===== config.mk =====
export PLATFORM = sky130hd
export DESIGN_NAME = hall_rotor_angle_estimator_core_flat
export DESIGN_NICKNAME = d
export VERILOG_FILES = /design/src/design/hrae_pkg.sv /design/src/design/hrae_stream_if.sv /design/src/design/hall_rotor_angle_estimator_core.sv /design/src/flat_wrapper.sv
export SDC_FILE = /design/constraint.sdc
export NUM_CORES = 1
export LEC_CHECK = 0
export BUFFER_PORTS_ARGS = -buffer_cell sky130_fd_sc_hd__clkbuf_2
export CAP_MARGIN = 20
export CORE_MARGIN = 4
export CORE_UTILIZATION = 53
export DETAILED_ROUTE_END_ITERATION = 8
export GPL_TIMING_DRIVEN = 0
export PLACE_DENSITY_LB_ADDON = 0.08
export SLEW_MARGIN = 20
export SYNTH_ARGS = -nofsm -noshare
export SYNTH_HDL_FRONTEND = slang
export SYNTH_SLANG_ARGS = --single-unit

===== constraint.sdc =====
create_clock -name clk -period 5.5 [get_ports clk]
set_clock_uncertainty 0.2 [all_clocks]
set_input_delay 0.825 -clock clk [delete_from_list [all_inputs] [get_ports clk]]
set_output_delay 0.825 -clock clk [all_outputs]
set_load 0.005 [all_outputs]

===== src/design/hrae_pkg.sv =====
// package for the hall rotor angle estimator core
// types, register indexes, and constants; no dependencies
`timescale 1ns / 1ps
package hrae_pkg;

  localparam int CfgIdxW = 3;
  localparam int CfgDataW = 48;

  typedef enum logic [CfgIdxW-1:0] {
    CFG_HALL_ANGLES = 3'd0,
    CFG_ANGLE_OFFSET = 3'd1,
    CFG_CORR_ANGLE = 3'd2,
    CFG_MODE_FLAGS = 3'd3,
    CFG_CYCLES_PER_SEC = 3'd4,
    CFG_CURRENT_ZERO = 3'd5,
    CFG_STALL_LIMIT = 3'd6
  } cfg_idx_t;

  typedef enum logic [1:0] {
    MODE_COAST = 2'd0,
    MODE_NOINT = 2'd1,
    MODE_I60 = 2'd2,
    MODE_I360 = 2'd3
  } motor_mode_t;

  typedef enum logic [2:0] {
    ST_IDLE,
    ST_HALL,
    ST_SPD_DIV,
    ST_INTERP,
    ST_INT_DIV,
    ST_FINISH,
    ST_OUT
  } seq_state_t;

  typedef struct packed {
    logic [2:0] hall_code;
    logic [9:0] phase_current;
    logic [9:0] battery_current;
    logic [7:0] duty_target;
  } in_item_t;

  typedef struct packed {
    logic [7:0] rotor_angle;
    logic [15:0] speed_erps;
    logic [1:0] motor_mode;
    logic [7:0] advance_value;
    logic [9:0] iq_filtered;
  } out_item_t;

  localparam logic [7:0] AdvNeutral = 8'd127;
  localparam logic [7:0] AdvMax = 8'd143;
  localparam logic [7:0] AdvMin = 8'd111;
  localparam logic [15:0] SpeedI360 = 16'd75;
  localparam logic [15:0] SpeedLow = 16'd3;
  localparam logic [15:0] ShortTurn = 16'd20;
  localparam logic [7:0] JitterLimit = 8'd248;

  // hall sector angle from packed register, slot 0..5
  function automatic logic [7:0] angle_of(input logic [47:0] angles,
                                          input logic [2:0] slot);
    logic [7:0] a;
    unique case (slot)
      3'd0: a = angles[7:0];
      3'd1: a = angles[15:8];
      3'd2: a = angles[23:16];
      3'd3: a = angles[31:24];
      3'd4: a = angles[39:32];
      default: a = angles[47:40];
    endcase
    return a;
  endfunction

endpackage


===== src/design/hrae_stream_if.sv =====
// valid/ready stream interface with a generic payload
// depends on nothing
`timescale 1ns / 1ps
interface hrae_stream_if #(parameter type payload_t = logic);
  logic valid;
  logic ready;
  payload_t data;
  modport source (output valid, output data, input ready);
  modport sink (input valid, input data, output ready);
endinterface


===== src/design/hall_rotor_angle_estimator_core.sv =====
// hall rotor angle estimator top level
// depends on hrae_pkg and hrae_stream_if
//
// usage: one request on in_ per PWM tick carries hall code, phase and
// battery current samples and the duty target. one result request on out_
// follows each input with rotor angle, speed, mode, advance and filtered iq.
// cfg_ writes (index, data) load the registers; write only while idle.
// steps: a plain tick passes the hall, interp, finish and output states.
// a hall code 3 adds a mode choice step, or a 16-bit speed division and
// the mode choice when it closes a revolution. an interpolating mode adds
// the 24-bit interpolation division. a stall re-runs the hall step and
// the stall check.
// in_ready returns in the same cycle that the result is loaded, so a new
// item is taken only after the last one is through. one 24-bit restoring
// divider, one quotient bit per cycle, serves both divisions.
// if the receiver stalls, one more request is still taken and computed,
// then held until the output register is free; in_ready stays low meanwhile.
// synchronous active-low reset restores control and config registers to
// defaults (coast mode, advance 127, iq accumulator 4096), not the datapath.
`timescale 1ns / 1ps
module hall_rotor_angle_estimator_core (
  input logic clk,
  input logic rst_n,
  hrae_stream_if.sink in_,
  hrae_stream_if.source out_,
  input logic cfg_we,
  input logic [hrae_pkg::CfgIdxW-1:0] cfg_idx,
  input logic [hrae_pkg::CfgDataW-1:0] cfg_data
);
  import hrae_pkg::*;

  // configuration registers
  logic [47:0] hall_angles_r;
  logic [7:0] angle_offset_r, corr_angle_r;
  logic [4:0] mode_flags_r;
  logic [15:0] cps_r, stall_limit_r;
  logic [9:0] current_zero_r;

  always_ff @(posedge clk) begin
    if (!rst_n) begin
      hall_angles_r <= 48'd234932569189120;
      angle_offset_r <= '0;
      corr_angle_r <= '0;
      mode_flags_r <= '0;
      cps_r <= 16'd15625;
      current_zero_r <= 10'd512;
      stall_limit_r <= 16'd8000;
    end else if (cfg_we) begin
      unique case (cfg_idx_t'(cfg_idx))
        CFG_HALL_ANGLES: hall_angles_r <= cfg_data;
        CFG_ANGLE_OFFSET: angle_offset_r <= cfg_data[7:0];
        CFG_CORR_ANGLE: corr_angle_r <= cfg_data[7:0];
        CFG_MODE_FLAGS: mode_flags_r <= cfg_data[4:0];
        CFG_CYCLES_PER_SEC: cps_r <= cfg_data[15:0];
        CFG_CURRENT_ZERO: current_zero_r <= cfg_data[9:0];
        CFG_STALL_LIMIT: stall_limit_r <= cfg_data[15:0];
        default: ;
      endcase
    end
  end

  // estimator state
  seq_state_t state_r, state_nxt;
  in_item_t item_r, item_nxt;
  logic [2:0] last_hall_r, last_hall_nxt;
  logic half_r, half_nxt, armed_r, armed_nxt;
  logic [15:0] turn_r, turn_nxt, sector_r, sector_nxt, period_r, period_nxt;
  logic [7:0] hpos_r, hpos_nxt, angle_r, angle_nxt, adv_r, adv_nxt;
  motor_mode_t mode_r, mode_nxt;
  logic [15:0] iqacc_r, iqacc_nxt, speed_r, speed_nxt;
  logic [9:0] iq_r, iq_nxt;
  logic pass_r, pass_nxt;         // second hall evaluation after a stall
  logic stall_r, stall_nxt;
  logic use_turn_r, use_turn_nxt; // interpolate over the whole turn
  // shared divider
  logic [23:0] rem_r, rem_nxt, quo_r, quo_nxt;
  logic [15:0] dvs_r, dvs_nxt;
  logic [4:0] cnt_r, cnt_nxt;
  logic [7:0] ang_r, ang_nxt;
  out_item_t out_r, out_nxt;
  logic out_v_r, out_v_nxt;

  always_ff @(posedge clk) begin
    if (!rst_n) begin
      state_r <= ST_IDLE;
      last_hall_r <= '0; half_r <= 1'b0; armed_r <= 1'b0;
      turn_r <= '0; sector_r <= '0; period_r <= '0; hpos_r <= '0;
      mode_r <= MODE_COAST; angle_r <= '0; adv_r <= AdvNeutral;
      iqacc_r <= 16'd4096; iq_r <= '0; speed_r <= '0;
      pass_r <= 1'b0; stall_r <= 1'b0; use_turn_r <= 1'b0;
      out_v_r <= 1'b0; cnt_r <= '0;
    end else begin
      state_r <= state_nxt;
      last_hall_r <= last_hall_nxt; half_r <= half_nxt; armed_r <= armed_nxt;
      turn_r <= turn_nxt; sector_r <= sector_nxt; period_r <= period_nxt;
      hpos_r <= hpos_nxt; mode_r <= mode_nxt; angle_r <= angle_nxt;
      adv_r <= adv_nxt; iqacc_r <= iqacc_nxt; iq_r <= iq_nxt;
      speed_r <= speed_nxt; pass_r <= pass_nxt; stall_r <= stall_nxt;
      use_turn_r <= use_turn_nxt; out_v_r <= out_v_nxt; cnt_r <= cnt_nxt;
    end
  end

  always_ff @(posedge clk) begin
    item_r <= item_nxt;
    rem_r <= rem_nxt; quo_r <= quo_nxt; dvs_r <= dvs_nxt;
    ang_r <= ang_nxt; out_r <= out_nxt;
  end

  assign in_.ready = (state_r == ST_IDLE);
  assign out_.valid = out_v_r;
  assign out_.data = out_r;

  logic [24:0] trial;
  logic [15:0] ticks;
  logic [7:0] start, precalc, assumed, jit;
  logic [8:0] corr_end;
  logic [15:0] acc_tmp;

  always_comb begin
    state_nxt = state_r; item_nxt = item_r;
    last_hall_nxt = last_hall_r; half_nxt = half_r; armed_nxt = armed_r;
    turn_nxt = turn_r; sector_nxt = sector_r; period_nxt = period_r;
    hpos_nxt = hpos_r; mode_nxt = mode_r; angle_nxt = angle_r;
    adv_nxt = adv_r; iqacc_nxt = iqacc_r; iq_nxt = iq_r; speed_nxt = speed_r;
    pass_nxt = pass_r; stall_nxt = stall_r; use_turn_nxt = use_turn_r;
    rem_nxt = rem_r; quo_nxt = quo_r; dvs_nxt = dvs_r; cnt_nxt = cnt_r;
    ang_nxt = ang_r; out_nxt = out_r; out_v_nxt = out_v_r;
    trial = {rem_r, quo_r[23]} - {9'd0, dvs_r};
    ticks = use_turn_r ? turn_r : sector_r;
    start = use_turn_r ? angle_of(hall_angles_r, 3'd3) : hpos_r;
    precalc = 8'(start + angle_offset_r + adv_r + 8'd129 + ang_r);
    assumed = 8'(start + ang_r + angle_offset_r);
    jit = 8'(precalc - angle_r);
    corr_end = {1'b0, corr_angle_r} + 9'd4;
    acc_tmp = '0;

    if (out_v_r && out_.ready) out_v_nxt = 1'b0;

    unique case (state_r)
      ST_IDLE: begin
        if (in_.valid) begin
          item_nxt = in_.data;
          pass_nxt = 1'b0;
          stall_nxt = 1'b0;
          state_nxt = ST_HALL;
        end
      end
      // hall transition handling; may launch the speed division
      ST_HALL: begin
        state_nxt = ST_INTERP;
        if (!(item_r.hall_code == last_hall_r && mode_r != MODE_COAST)) begin
          last_hall_nxt = item_r.hall_code;
          if (mode_r == MODE_COAST) mode_nxt = MODE_NOINT;
          sector_nxt = '0;
          unique case (item_r.hall_code)
            3'd3: begin
              hpos_nxt = angle_of(hall_angles_r, 3'd3);
              if (half_r) begin
                half_nxt = 1'b0;
                if (turn_r > ShortTurn) period_nxt = turn_r;
                turn_nxt = '0;
                rem_nxt = '0;
                quo_nxt = {cps_r, 8'd0};
                dvs_nxt = (turn_r > ShortTurn) ? turn_r : period_r;
                cnt_nxt = 5'd16;
                state_nxt = ST_SPD_DIV;
              end else begin
                state_nxt = ST_SPD_DIV;
                cnt_nxt = 5'd0;
                quo_nxt = {8'd0, speed_r};
                dvs_nxt = 16'd1;
              end
            end
            3'd1: hpos_nxt = angle_of(hall_angles_r, 3'd4);
            3'd5: hpos_nxt = angle_of(hall_angles_r, 3'd5);
            3'd4: begin
              half_nxt = 1'b1; armed_nxt = 1'b1;
              hpos_nxt = angle_of(hall_angles_r, 3'd0);
            end
            3'd6: hpos_nxt = angle_of(hall_angles_r, 3'd1);
            3'd2: hpos_nxt = angle_of(hall_angles_r, 3'd2);
            default: sector_nxt = sector_r;
          endcase
        end
      end
      // speed division, then mode choice
      ST_SPD_DIV: begin
        if (cnt_r != 0) begin
          if (!trial[24]) begin
            rem_nxt = trial[23:0];
            quo_nxt = {quo_r[22:0], 1'b1};
          end else begin
            rem_nxt = {rem_r[22:0], quo_r[23]};
            quo_nxt = {quo_r[22:0], 1'b0};
          end
          cnt_nxt = cnt_r - 5'd1;
        end else begin
          // quotient sits in quo_r[15:0]; zero divisor gives zero
          speed_nxt = (dvs_r == 16'd0) ? 16'd0 : quo_r[15:0];
          if (speed_nxt > SpeedI360) mode_nxt = MODE_I360;
          else if (speed_nxt > SpeedLow) mode_nxt = MODE_I60;
          else mode_nxt = MODE_NOINT;
          state_nxt = ST_INTERP;
        end
      end
      // stall check, then set up interpolation
      ST_INTERP: begin
        if (!pass_r && turn_r >= stall_limit_r) begin
          period_nxt = 16'hFFFF; adv_nxt = AdvNeutral; last_hall_nxt = '0;
          speed_nxt = '0; mode_nxt = MODE_COAST;
          pass_nxt = 1'b1;
          state_nxt = ST_HALL;
        end else begin
          ang_nxt = '0;
          use_turn_nxt = 1'b0;
          state_nxt = ST_FINISH;
          if ((mode_r == MODE_I60 || mode_r == MODE_I360) && !mode_flags_r[1]) begin
            use_turn_nxt = mode_flags_r[2] || (mode_flags_r[3] && mode_r == MODE_I360);
            rem_nxt = '0;
            cnt_nxt = 5'd24;
            state_nxt = ST_INT_DIV;
            if ((use_turn_nxt ? turn_r : sector_r) > 16'd255) begin
              quo_nxt = {3'd0, (use_turn_nxt ? turn_r : sector_r), 5'd0};
              dvs_nxt = {3'd0, period_r[15:3]};
            end else begin
              quo_nxt = {(use_turn_nxt ? turn_r : sector_r), 8'd0};
              dvs_nxt = period_r;
            end
          end
        end
      end
      // interpolation division, low 8 quotient bits kept
      ST_INT_DIV: begin
        if (cnt_r != 0) begin
          if (!trial[24]) begin
            rem_nxt = trial[23:0];
            quo_nxt = {quo_r[22:0], 1'b1};
          end else begin
            rem_nxt = {rem_r[22:0], quo_r[23]};
            quo_nxt = {quo_r[22:0], 1'b0};
          end
          cnt_nxt = cnt_r - 5'd1;
        end else begin
          ang_nxt = (dvs_r == 16'd0) ? 8'd0 : quo_r[7:0];
          sector_nxt = sector_r + 16'd1;
          state_nxt = ST_FINISH;
        end
      end
      // angle, anti-jitter, correction window and advance step
      ST_FINISH: begin
        turn_nxt = turn_r + 16'd1;
        if (!mode_flags_r[4] || jit < JitterLimit) angle_nxt = precalc;
        if (armed_r && assumed >= corr_angle_r && {1'b0, assumed} < corr_end) begin
          armed_nxt = 1'b0;
          if (item_r.duty_target > 8'd5) begin
            acc_tmp = iqacc_r - {3'd0, iqacc_r[15:3]};
            acc_tmp = acc_tmp + {6'd0, item_r.phase_current};
            iqacc_nxt = acc_tmp;
            iq_nxt = acc_tmp[12:3];
          end
          if (!mode_flags_r[0]) adv_nxt = AdvNeutral;
          else if (speed_r > SpeedLow &&
                   {1'b0, item_r.battery_current} > {1'b0, current_zero_r} + 11'd3) begin
            if (iq_nxt[9:2] > 8'd128 && adv_r < AdvMax) adv_nxt = adv_r + 8'd1;
            else if (iq_nxt[9:2] < 8'd126 && adv_r > AdvMin) adv_nxt = adv_r - 8'd1;
          end else if (speed_r > SpeedLow &&
                   {1'b0, item_r.battery_current} + 11'd3 < {1'b0, current_zero_r}) begin
            adv_nxt = AdvNeutral;
          end else if (speed_r < SpeedLow) begin
            adv_nxt = AdvNeutral;
          end
        end
        state_nxt = ST_OUT;
      end
      ST_OUT: begin
        if (!out_v_r || out_.ready) begin
          out_nxt.rotor_angle = angle_r;
          out_nxt.speed_erps = speed_r;
          out_nxt.motor_mode = mode_r;
          out_nxt.advance_value = adv_r;
          out_nxt.iq_filtered = iq_r;
          out_v_nxt = 1'b1;
          state_nxt = ST_IDLE;
        end
      end
      default: state_nxt = ST_IDLE;
    endcase
  end

endmodule

===== src/flat_wrapper.sv =====
// flat-port wrapper written by rule: the top's interface ports become plain ports
module hall_rotor_angle_estimator_core_flat import hrae_pkg::*;
  (clk, rst_n, cfg_we, cfg_idx, cfg_data, in__valid, in__data, in__ready, out__valid, out__data, out__ready);
  hrae_stream_if in__i ();
  hrae_stream_if out__i ();
  input logic clk;
  input logic rst_n;
  input logic cfg_we;
  input logic [hrae_pkg::CfgIdxW-1:0] cfg_idx;
  input logic [hrae_pkg::CfgDataW-1:0] cfg_data;
  input wire logic [$bits(in__i.valid)-1:0] in__valid;
  input wire logic [$bits(in__i.data)-1:0] in__data;
  output wire logic [$bits(in__i.ready)-1:0] in__ready;
  output wire logic [$bits(out__i.valid)-1:0] out__valid;
  output wire logic [$bits(out__i.data)-1:0] out__data;
  input wire logic [$bits(out__i.ready)-1:0] out__ready;
  assign in__i.valid = in__valid;
  assign in__i.data = in__data;
  assign in__ready = in__i.ready;
  assign out__valid = out__i.valid;
  assign out__data = out__i.data;
  assign out__i.ready = out__ready;
  hall_rotor_angle_estimator_core u_core (.clk(clk), .rst_n(rst_n), .in_(in__i), .out_(out__i), .cfg_we(cfg_we), .cfg_idx(cfg_idx), .cfg_data(cfg_data));
endmodule

* After elaboration in Yosys (flattened, before gate mapping)
Index checks and enable logic that the tools add are counted.
** Storage, ports and cells
- Register bits :: 224
- Bits of input ports :: 57
- Output and inout port bits :: 3
- Word-level logic and storage cells :: 174
** Cells by class
- $add $sub $neg :: 8
- $lt $le $gt $ge :: 7
- Equal/unequal tests :: 24
- Multiplexer cells :: 60
- Bitwise operators :: 2
- Reductions and logical operators :: 49
** Operators by type and width (number)
- $mux 24 :: 8
- $mux 16 :: 11
- $pmux 24 s2 :: 2
- $add 16x1->16 const B :: 2
- $mux 8 :: 4
- $mux 10 :: 3
- $sub 25x16->25 :: 1
- $mux 3 :: 7
- $pmux 3 s7 :: 1
- $reduce_and 3->1 :: 6
- $add 8x8->8 :: 2
- $ge 16x16->1 :: 1
- $gt 16x2->1 const B :: 1
- $gt 16x7->1 const B :: 1
- $gt 16x8->1 const B :: 1
- $logic_not 16->1 :: 1
- $pmux 8 s2 :: 1
- $reduce_and 2->1 :: 8
- $reduce_and 4->1 :: 4
- $sub 16x13->16 :: 1
- $mux 5 :: 3
- $eq 3x2->1 const B :: 4
- $eq 3x3->1 const B :: 4
- $mux 2 :: 6
- other kinds (27) :: 67

* Longest topological paths before layout
Gate-level depths: netlist (run 1).
- Depth in word-level cells :: 9
- Mapped depth :: 12

* Worst setup path before layout (run 1)
Ideal clock, no wire load.
- Path type :: reg2reg
- From :: register u_core.state_r[2]
- To :: register u_core.quo_r[0] (enable)
- Library setup time :: 0.520 ns
- Data arrival time :: 4.458 ns
- Data required time :: 4.780 ns
- Slack :: 0.322 ns
- Cell stages (with the launch flop) :: 6
- Path buffers :: 2
- Path through :: dfxtp_1 > clkbuf_1 > nand2b_1 > a21o_1 > clkbuf_1 > o21ai_0
** Between the ends
- Cells in the longest elaborated chain, start to end :: 4
- Elaborated cells on any way between the ends :: 12
** RTL lines
- start: declaration :: RTL line hall_rotor_angle_estimator_core.sv:63 : seq_state_t state_r, state_nxt;
- start signal: assignment :: RTL line hall_rotor_angle_estimator_core.sv:93 : state_r <= state_nxt;
- $eq 3x2->1 or $eq 3x3->1 (tied branches) :: RTL line hall_rotor_angle_estimator_core.sv:139 : unique case (state_r)
- $reduce_or 2->1 (no line)
- $ne 2x1->1 (no line) or $reduce_bool 3->1 (tied branches)
- $reduce_and 6->1 (no line) *
- end signal: assignment :: RTL line hall_rotor_angle_estimator_core.sv:105 : rem_r <= rem_nxt; quo_r <= quo_nxt; dvs_r <= dvs_nxt;
- end: declaration :: RTL line hall_rotor_angle_estimator_core.sv:76 : logic [23:0] rem_r, rem_nxt, quo_r, quo_nxt;
Mark *: on every way between the ends. The rest lies on a longest branch, timed or not.
A chain may end at the register's enable or synchronous reset.

* Final worst setup path (run 1)
- From :: register u_core.dvs_r[11]
- To :: register u_core.rem_r[9] (data pin)
** Between the ends
- Cells in the longest elaborated chain, start to end :: 4
** RTL lines
- start: declaration :: RTL line hall_rotor_angle_estimator_core.sv:77 : logic [15:0] dvs_r, dvs_nxt;
- start signal: assignment :: RTL line hall_rotor_angle_estimator_core.sv:105
- $sub 25x16->25 :: RTL line hall_rotor_angle_estimator_core.sv:128 : trial = {rem_r, quo_r[23]} - {9'd0, dvs_r};
- $mux 24 :: RTL line hall_rotor_angle_estimator_core.sv:189, hall_rotor_angle_estimator_core.sv:235
- $mux 24 :: RTL line hall_rotor_angle_estimator_core.sv:234 : if (cnt_r != 0) begin
- $pmux 24 s2 :: RTL line hall_rotor_angle_estimator_core.sv:139
- end signal: assignment :: RTL line hall_rotor_angle_estimator_core.sv:105
- end: declaration :: RTL line hall_rotor_angle_estimator_core.sv:76
Every way passes these cells. The select of a mux whose other input is x is not followed.

==> metrics.txt, run 1 <==
Area Growth Syn to Fin 13.8%; total grt overflow 0; worst r2r src u_core.dvs_r[11]$_DFFE_PP_; post-route antenna net violation count 0; fin nets 851; CTS clk-pin slew, worst paths 0.05 ns; crit share post-route 66.6%; Warnings, synthesis 0; multi-input logic area 3600 um^2; worst slack at placement 1.81 ns; initial antenna violation count 0; GPL Wtd Cong 0.858; post-synthesis sequential area ratio 41.9%; hold_buf cts 0; initial DRC count 334; number of cells after detailed placement 906; mapped cell area 6640 um^2; via/cell ratio 5.63; Hold Path Class register to register; Worst Hold Path Cells 2; Register-to-Register Path Depth 11; Buf+Inv Stages, Crit Path 3; crit path launch type register; area leader, netlist edfxtp_1; Vias 5285; Clock Latency Late Sink 0.42 ns; status complete, no violations; final setup fails 0; P per Cell Area 276 nW/um^2; FF-to-FF setup slack 1.84 ns; CTS Buf Count 17; Final Slew Violations 0; Fmax achieved 273 MHz; GRT Total Usage 21.3%; row cnt 40; Crit. End Element register; Final min period 3.66 ns; RSZ-0062 raised after global routing no; Final Util 62.1%; CTS resizes 0; Syn Area/Cell 9.32 um^2; CTS tree built; async set-reset flop share out of synthesis 0%; H-tree depth 4; Core Area 12200 um^2; first-pass GRT wire length 24600 um; share of the synthesized area in the top cell type 22.6%; worst-case clock buffer depth 2; vias in the first global route 5161; Initial Util 54.6%; Crit Path Max Fanout 13; met2 usage 36.2%; Antenna Cells 0; Placement Cell Area 7040 um^2; drt total wl 14600 um; I/O Buffers 24; most common cell after layout, fill and taps aside nand2_1; post-synthesis sequential element count 114; Leak Pwr 3.03 nW; layer with the highest usage met2; WP data required 5.45 ns; number of synthesized flops with an enable pin 50; share of layout cells above drive strength 1 10.0%; Root Driver clkbuf_16; DP HPWL 10700 um; RR Endpoint u_core.rem_r[9]$_SDFFCE_PN0P_; GR Layer Usage met3 4.95%; Worst path max stage delay 0.49 ns; Final Hold Viols 0; Initial DRT Pass Iterations 6; final cell count without fillers 938; Syn Inst Count 712; Worst Tran Pin Value 0.988 ns; unique cell type count in the Yosys netlist 65; Max Cap Viol 0; fill count 1081; GR Util met1 26.0%; sequential cell area 2780 um^2; worst vdd rail ir drop 0.153 mV; ys flop type dfxtp_1; hold endpoint u_core.stall_limit_r[1]$_SDFFE_PN0P_; # clock sinks 114; slowest CP cell o31ai_1; Worst Path Arrival 3.61 ns; DR WL/cell 15.6 um; Power Total 0.00209 W; Synth area leaders edfxtp_1 (23%), dfxtp_1 (19%), ha_1 (6.8%), nand2_1 (4.6%), mux2i_1 (4.4%); io pins 60; worst-path cell chain inv_1 > ha_1 > nor2b_1 > o31ai_1 > a21o_1 > o21bai_4 > o211ai_2 > buf_6 > buf_4 > mux2i_1 > nor2_1; die area 14400 um^2; delay-heaviest family, CP compound AO/OA/AOI/OAI gates; Hold Path Origin u_core.stall_limit_r[1]$_SDFFE_PN0P_; path type of the worst setup path register to register; final setup margin 1.84 ns; die height 120 um; Slew Limit Headroom 33.8%; final instance area 7550 um^2; drc violations 0; Post-Syn Nets 806; postcts setup bufs 0; largest net degree at the start of global routing 23; Die X 120 um; most frequent cells in the layout nand2_1 (82), dfxtp_1 (64), edfxtp_1 (50)
==> sequential cells by signal (all words and copies together), names as in the netlist <==
signal and flops:
u_core.cnt_r 5, u_core.dvs_r 2, u_core.mode_flags_r 3, u_core.mode_r 2, u_core.out_.valid 1, u_core.pass_r 1, u_core.period_r 1, u_core.quo_r 24
u_core.rem_r 24, u_core.sector_r 16, u_core.stall_limit_r 16, u_core.state_r 3, u_core.turn_r 16
==> kinds of logic (layout without fill, tap and decap cells) <==
kind of cell,Yosys count,after routing,synth area share (%)
other,1,1,0.0565
AO/OA/AOI/OAI,157,157,15.5
multiplexers,34,34,5.22
adder cells (fa/ha/maj),37,37,7.09
flip-flops,114,114,41.9
buffers and inverters,62,120,4.05
XOR/XNOR,41,41,5.41
AND/OR/NAND/NOR,266,266,20.8
==> worst max path at each step <==
stage	start	end	slack, ns	cells past startpoint
3_3_place_gp	u_core.state_r[2]$_SDFFE_PN0P_	u_core.quo_r[20]$_DFFE_PP_	-1.39	5
2_1_floorplan	u_core.state_r[2]$_SDFFE_PN0P_	u_core.quo_r[0]$_SDFFCE_PN0P_	0.32	5
4_1_cts	u_core.dvs_r[11]$_DFFE_PP_	u_core.rem_r[9]$_SDFFCE_PN0P_	1.79	11
3_5_place_dp	u_core.dvs_r[11]$_DFFE_PP_	u_core.rem_r[9]$_SDFFCE_PN0P_	1.81	11
5_1_grt	u_core.dvs_r[11]$_DFFE_PP_	u_core.rem_r[9]$_SDFFCE_PN0P_	1.56	11
6_report	u_core.dvs_r[11]$_DFFE_PP_	u_core.rem_r[9]$_SDFFCE_PN0P_	1.84	11
==> metal layers <==
metal | up-vias | part of all wire [%]
li1 | 2657 | -
met1 | 2501 | 44
met3 | 28 | 3.3
met2 | 99 | 50
met5 | - | 0
met4 | 0 | 2.2
==> metrics by stage <==
stage	hold slack [ns]	TNS [ns]
CTS	0.267	0
detailed placement	0.260	0
global placement	0.254	-66.36
floorplan	0.243	0
finish	0.261	0
global route	0.297	0
==> Yosys cell counts (17+ instances only) <==
cell / number
mux2i_1: 29
o21ai_0: 38
clkbuf_1: 23
dfxtp_1: 64
nand3_1: 17
inv_1: 27
a21boi_0: 21
a21oi_1: 34
xnor2_1: 27
and2_1: 31
ha_1: 36
nand2_1: 82
edfxtp_1: 50
nor2_1: 42
==> worst reg2reg max path, delay by kind of cell, from the launching register on <==
family	cells	cell delay [ns]
compound gates	4	1.10
fa+ha+maj	1	0.37
buf+inv	3	0.83
flops	1	0.46
mux	1	0.22
simple gates	2	0.22
==> power by group <==
| part | switching (W) | internal, W | total [W] |
|---|---|---|---|
| Combinational | 0.000122 | 0.0000794 | 0.000201 |
| Sequential | 0.0000146 | 0.000914 | 0.000929 |
| Clock | 0.000359 | 0.000597 | 0.000956 |
| Total | 0.000495 | 0.00159 | 0.00209 |
==> final cells by class <==
type,instances,area share (%)
clock inverter,9,0.514
timing repair buffer,26,2.32
inverter,27,1.34
buffer,35,2.22
clock buffer,23,6.33
multi-input combinational,536,47.6
tap,168,2.78
sequential,114,36.8
No activity file was read; power rests on OpenSTA's default activity.
==> run 2, diff against run 1 <==
--- a/config.mk
+++ b/config.mk
@@ -5,6 +5,7 @@
 export SDC_FILE = /design/constraint.sdc
 export NUM_CORES = 1
 export LEC_CHECK = 0
+export ABC_AREA = 1
 export BUFFER_PORTS_ARGS = -buffer_cell sky130_fd_sc_hd__clkbuf_2
 export CAP_MARGIN = 20
 export CORE_MARGIN = 4
==> constraint.sdc (replaced) <==
create_clock -name clk -period 3.75 [get_ports clk]
set_clock_uncertainty 0.2 [all_clocks]
set_input_delay 0.5625 -clock clk [delete_from_list [all_inputs] [get_ports clk]]
set_output_delay 0.5625 -clock clk [all_outputs]
set_load 0.005 [all_outputs]
==> metrics.txt, run 2 <==
ys flop type dfxtp_1; Fmax achieved 320 MHz (+17%); vias in the first global route 6165 (+19%); post-route antenna net violation count 0 (unchanged); WP data required 3.73 ns (-1.72 ns); Initial DRT Pass Iterations 5 (-1); CTS tree built; Final Util 61.6% (-0.50 points); most frequent CP cell nand2_2; die height 125 um (+4.4%); Vias 6457 (+22%); final instance area 8220 um^2 (+8.9%); Slew Limit Headroom 53.9% (+20 points); slowest CP cell edfxtp_1; Placement Cell Area 7650 um^2 (+8.7%); number of synthesized flops with an enable pin 50 (unchanged); P per Cell Area 743 nW/um^2 (+170%); Hold Path Class input pin to register; post-synthesis sequential area ratio 38.2% (-3.7 points); leading registers by flop count u_core.quo_r: 24 flops, u_core.rem_r: 24 flops; share of layout cells above drive strength 1 13.8% (+3.8 points); postcts setup bufs 0 (unchanged); status complete, no violations; share of the synthesized area in the top cell type 20.6% (-2.0 points); Area Growth Syn to Fin 12.9%; worst slack at placement 0.618 ns (-1.19 ns); Core Area 13300 um^2 (+9.8%); Initial Util 54.5% (about the same); worst-path cell chain inv_1 > ha_1 > a21oi_2 > nand2_2 > nand3_2 > nand2_2 > nand3b_4 > nand3_4 > nand2_8 > inv_6 > buf_12 > nor2_2 > nor2_1; crit path launch type register; path type of the worst setup path register to register; I/O Buffers 25 (+4.2%); Final Hold Viols 0 (unchanged); synth cell count leaders nand2_1 (184), inv_1 (139), nor2_1 (90); initial antenna violation count 0 (unchanged); RSZ-0062 raised after global routing no; first-pass GRT wire length 29200 um (+19%); hold_buf cts 0 (unchanged); Worst Path Arrival 3.10 ns (-0.51 ns); die area 15700 um^2 (+9.0%); Clock Latency Late Sink 0.42 ns (about the same); Die X 125 um (+4.4%); post-synthesis sequential element count 114 (unchanged); most frequent cells in the layout nand2_1 (184), inv_1 (138), nor2_1 (90); unique cell type count in the Yosys netlist 47 (-28%); initial DRC count 482 (+44%); H-tree depth 4 (unchanged); Final min period 3.12 ns (-0.537 ns); CTS Buf Count 17 (unchanged); Synth area leaders edfxtp_1 (21%), dfxtp_1 (18%), nand2_1 (9.5%), inv_1 (7.2%), ha_1 (6.2%); Antenna Cells 0 (unchanged); io pins 60 (unchanged); fin nets 1114 (+31%); CTS resizes 0 (unchanged); Crit Path Max Fanout 12 (-1); Crit. End Element register; # clock sinks 114 (unchanged); area leader, netlist edfxtp_1; DR WL/cell 14.6 um (-6.5%); setup TNS 0 ns (unchanged); Buf+Inv Stages, Crit Path 3 (unchanged); row cnt 42 (+5.0%); GPL Wtd Cong 0.911 (+6.2%); via/cell ratio 5.34 (-5.2%); Syn Area/Cell 7.47 um^2 (-20%); async set-reset flop share out of synthesis 0% (unchanged); Warnings, synthesis 0 (unchanged); Worst path max stage delay 0.49 ns (about the same); Post-Syn Nets 1069 (+33%); Leak Pwr 3.46 nW (+14%); Final Slew Violations 0 (unchanged); total grt overflow 0 (unchanged); delay-heaviest family, CP simple AND/OR/NAND/NOR gates; worst-case clock buffer depth 2 (unchanged); Max Cap Viol 0 (unchanged); worst vdd rail ir drop 0.331 mV (+120%); Worst Tran Pin Value 0.686 ns (-0.302 ns); Root Driver clkbuf_16; final setup margin 0.625 ns (-1.21 ns); CTS clk-pin slew, worst paths 0.06 ns (about the same); drc violations 0 (unchanged); crit share post-route 83.3% (+17 points); most common cell after layout, fill and taps aside nand2_1; Syn Inst Count 975 (+37%); largest net degree at the start of global routing 31 (+35%); DP HPWL 13400 um (+25%); GRT Total Usage 23.0% (+1.8 points); drt total wl 17700 um (+21%); final setup fails 0 (unchanged); Power Total 0.00611 W (+190%); mapped cell area 7280 um^2 (+9.7%); most common cell in the netlist nand2_1
## run 2: through the flow
stage                     hold WS, ns  instances
after global routing            0.165       1209
after global placement          0.246       1176
after floorplan                 0.233        975
after detailed placement        0.251       1177
after CTS                       0.140       1209
final                           0.151       1209
## run 2: worst register-to-register path, cell delays in order (launching register included)
cell and delay, ns:
edfxtp_1 0.49, inv_1 0.39, ha_1 0.39, a21oi_2 0.25, nand2_2 0.15, nand3_2 0.10
nand2_2 0.11, nand3b_4 0.12, nand3_4 0.15, nand2_8 0.17, inv_6 0.07, buf_12 0.15
nor2_2 0.08, nor2_1 0.05
## run 2: worst paths after layout
path | start | endpoint | slack (ns) | cells past startpoint
max | u_core.dvs_r[11]$_DFFE_PP_ | u_core.rem_r[7]$_SDFFCE_PN0P_ | 0.63 | 13
min | cfg_data[9] | u_core.stall_limit_r[9]$_SDFFE_PN1P_ | 0.15 | 3
max reg2reg | u_core.dvs_r[11]$_DFFE_PP_ | u_core.rem_r[7]$_SDFFCE_PN0P_ | 0.63 | 13
min reg2reg | u_core.cnt_r[0]$_SDFFE_PN0P_ | u_core.cnt_r[0]$_SDFFE_PN0P_ | 0.26 | 2
## run 2: power breakdown
part | internal, W | switching [W]
Clock | 0.000929 | 0.000644
Sequential | 0.00177 | 0.000224
Combinational | 0.000851 | 0.00168
## run 2: routing by layer
| layer | GRT usage, % | part of all wire (%) | wire, um |
|---|---|---|---|
| met4 | 8.42 | 2.3 | 405 |
| met3 | 5.59 | 4.4 | 769 |
| met5 | 0 | 0 | 0 |
| met2 | 38.5 | 48 | 8490 |
| met1 | 29.0 | 45 | 7990 |
## run 2: cell families after synthesis
family / count (synthesis) / share of synthesized area [%]
DFF: 114 / 38.2
adders and majority gates: 37 / 6.46
xor gates and xnor gates: 20 / 2.41
AOI/OAI and AO/OA: 201 / 15.1
other: 1 / 0.0515
and+or+nand+nor: 430 / 28.0
buffers and inverters: 172 / 9.71
## run 2: cell type report
class,instances,area [um^2]
Fill cell,1316,5130
Clock inverter,15,150
Buffer,25,150
Inverter,147,557
Sequential cell,114,2780
Timing Repair Buffer,26,145
Clock buffer,17,425
Tap cell,176,220
Multi-Input combinational cell,689,3790
==> run 3, diff against run 2 <==
==> constraint.sdc (replaced) <==
create_clock -name clk -period 2.67 [get_ports clk]
set_clock_uncertainty 0.2 [all_clocks]
set_input_delay 0.4005 -clock clk [delete_from_list [all_inputs] [get_ports clk]]
set_output_delay 0.4005 -clock clk [all_outputs]
set_load 0.005 [all_outputs]
==> metrics.txt, run 3 (synthesis gave the netlist of run 2 again) <==
DR WL/cell 14.9 um (+2.0%); Vias 6674 (+3.4%); Clock power frac 23.2% (-2.6 points); path type of the worst setup path register to register; die area 15700 um^2 (unchanged); GPL Wtd Cong 0.911 (about the same); fill count 1192 (-9.4%); RSZ-0062 raised after global routing yes; io pins 60 (unchanged); Crit Path Max Fanout 12 (unchanged); WHS 0.00685 ns (-0.144 ns); DP HPWL 13300 um (-0.84%); Antenna Cells 0 (unchanged); status finished with violations; hold endpoint u_core.stall_limit_r[0]$_SDFFE_PN0P_; final setup fails 25 (+25); drc violations 0 (unchanged); Core Area 13300 um^2 (unchanged); vias in the first global route 6549 (+6.2%); crit path launch type register; sw frac 41.8% (+0.066 points); worst-case clock buffer depth 2 (unchanged); Max Cap Viol 0 (unchanged); RR Endpoint u_core.rem_r[11]$_SDFFCE_PN0P_; Clock Latency Late Sink 0.42 ns (about the same); Fmax achieved 357 MHz (+11%); Final Slew Violations 0 (unchanged); Final Hold Viols 0 (unchanged); WP data required 2.64 ns (-1.09 ns); largest net degree at the start of global routing 17 (-45%); CTS tree built; Initial DRT Pass Iterations 5 (unchanged); GRT Total Usage 24.5% (+1.4 points); first-pass GRT wire length 31000 um (+6.1%); Internal 0.00539 W (+52%); post-route antenna net violation count 0 (unchanged); Crit. End Element register; row cnt 42 (unchanged); CTS clk-pin slew, worst paths 0.06 ns (about the same); Area Growth Syn to Fin 20.1%; worst r2r src u_core.dvs_r[11]$_DFFE_PP_; FF-to-FF setup slack -0.13 ns (-0.76 ns); fin nets 1146 (+2.9%); initial DRC count 512 (+6.2%); Register-to-Register Path Depth 14 (+1); Initial Util 54.5% (unchanged); most common cell after layout, fill and taps aside nand2_1; Worst Hold Path Cells 3 (unchanged); crit share post-route 105% (+22 points); Leak Pwr 3.59 nW (+3.8%); Power Total 0.00926 W (+52%); total grt overflow 0 (unchanged); drt total wl 18500 um (+4.7%); Comb pwr share 46.0% (+4.5 points); final setup margin -0.133 ns (-0.758 ns); die height 125 um (unchanged); sequential power share 30.9% (-1.8 points); share of layout cells above drive strength 1 18.9% (+5.0 points); violated checks negative setup slack; worst vdd rail ir drop 0.499 mV (+51%); setup TNS -2.37 ns (-2.37 ns); Final Util 65.5% (+3.9 points); switching pwr 0.00388 W (+52%); # clock sinks 114 (unchanged); initial antenna violation count 0 (unchanged); number of cells after detailed placement 1176 (-0.085%); CTS Buf Count 17 (unchanged); P per Cell Area 1060 nW/um^2 (+43%); Worst Tran Pin Value 0.660 ns (-0.0264 ns); Root Driver clkbuf_16; I/O Buffers 25 (unchanged); Hold Path Class input pin to register; Slew Limit Headroom 55.7% (+1.8 points); Worst Path Arrival 2.77 ns (-0.33 ns); leading registers by flop count u_core.quo_r: 24 flops, u_core.rem_r: 24 flops; Hold Path Origin cfg_data[0]; Final min period 2.80 ns (-0.322 ns); most frequent cells in the layout nand2_1 (178), inv_1 (131), nor2_1 (90); H-tree depth 4 (unchanged); via/cell ratio 5.38 (+0.70%); final cell count without fillers 1241 (+2.6%); Die X 125 um (unchanged)
## run 3: changes by cell type in the layout (fill, tap and decap cells not counted), sizes merged
| cell | before | now |
|---|---|---|
| inv | 154 | 148 |
| clkbuf | 55 | 57 |
| clkinvlp | 3 | 9 |
| dlygate4sd3 | 0 | 6 |
| clkinv | 4 | 7 |
| buf | 13 | 33 |
| nand2 | 200 | 201 |
## run 3: what timing repair did
action | in CTS | in global routing
hold buffers | 6 | 0
pin swaps | 10 | 4
gates resized for setup | 39 | 18
endpoints found under the setup margin | 73 | 73
gates cloned | 4 | 1
buffers inserted | 17 | 5
endpoints found under the hold margin | 6 | 0
## run 3: area by class of cell
type | instances | area, um^2 | area share (%)
repair buffers | 53 | 373 | 4.27
multi-input cells | 690 | 4060 | 46.4
well taps | 176 | 220 | 2.52
clock inverters | 14 | 133 | 1.52
plain buffers | 25 | 150 | 1.72
inverters | 147 | 564 | 6.45
clock buffers | 18 | 429 | 4.91
repair inverters | 4 | 30.0 | 0.343
flip-flops and latches | 114 | 2780 | 31.8
## run 3: per-layer routing
layer  global-route usage (%)  share of wire, %  vias to the layer above
li1                         -                 -                     3408
met3                     4.99               5.3                       42
met5                        0                 0                        -
met1                     30.8                44                     3039
met2                     40.9                48                      185
met4                     10.4               2.6                        0
## run 3: worst max path at each step
stage	start	to	slack [ns]	cells after the start
after floorplan	u_core.turn_r[0]$_SDFFE_PN0P_	u_core.quo_r[0]$_SDFFCE_PN0P_	0.05	13
after global placement	u_core.turn_r[0]$_SDFFE_PN0P_	u_core.rem_r[8]$_SDFFCE_PN0P_	-0.66	13
after detailed placement	u_core.turn_r[0]$_SDFFE_PN0P_	u_core.rem_r[9]$_SDFFCE_PN0P_	-0.73	13
after CTS	u_core.dvs_r[11]$_DFFE_PP_	u_core.rem_r[11]$_SDFFCE_PN0P_	-0.11	14
after global routing	u_core.dvs_r[11]$_DFFE_PP_	u_core.rem_r[8]$_SDFFCE_PN0P_	-0.28	15
final	u_core.dvs_r[11]$_DFFE_PP_	u_core.rem_r[11]$_SDFFCE_PN0P_	-0.13	14
## run 3: metrics by stage
| step | setup WS (ns) | instance area [um^2] |
|---|---|---|
| after floorplan | 0.0454 | 7290 |
| after global placement | -0.662 | 7630 |
| after detailed placement | -0.726 | 7630 |
| after CTS | -0.107 | 8650 |
| after global routing | -0.277 | 8740 |
| final | -0.133 | 8740 |
## run 3: critical path, cell delays in order (launching register included)
cell and delay (ns):
edfxtp_1 0.50, clkinvlp_4 0.18, buf_12 0.19, ha_4 0.27
a21oi_4 0.17, o21ai_2 0.09, nand2_1 0.08, nand2_2 0.07
nor2_4 0.16, nand2_4 0.08, nand2_8 0.10, nand2_8 0.08
buf_6 0.15, o21ai_1 0.12, nor2_1 0.07
## run 3: power groups by stage
stage | combinational, W | sequential [W] | clock, W
2_1_floorplan | 0.00273 | 0.00274 | 0
3_3_place_gp | 0.00344 | 0.00285 | 0
3_5_place_dp | 0.00347 | 0.00286 | 0
4_1_cts | 0.00403 | 0.00285 | 0.00217
5_1_grt | 0.00473 | 0.00291 | 0.00227
6_report | 0.00426 | 0.00286 | 0.00215
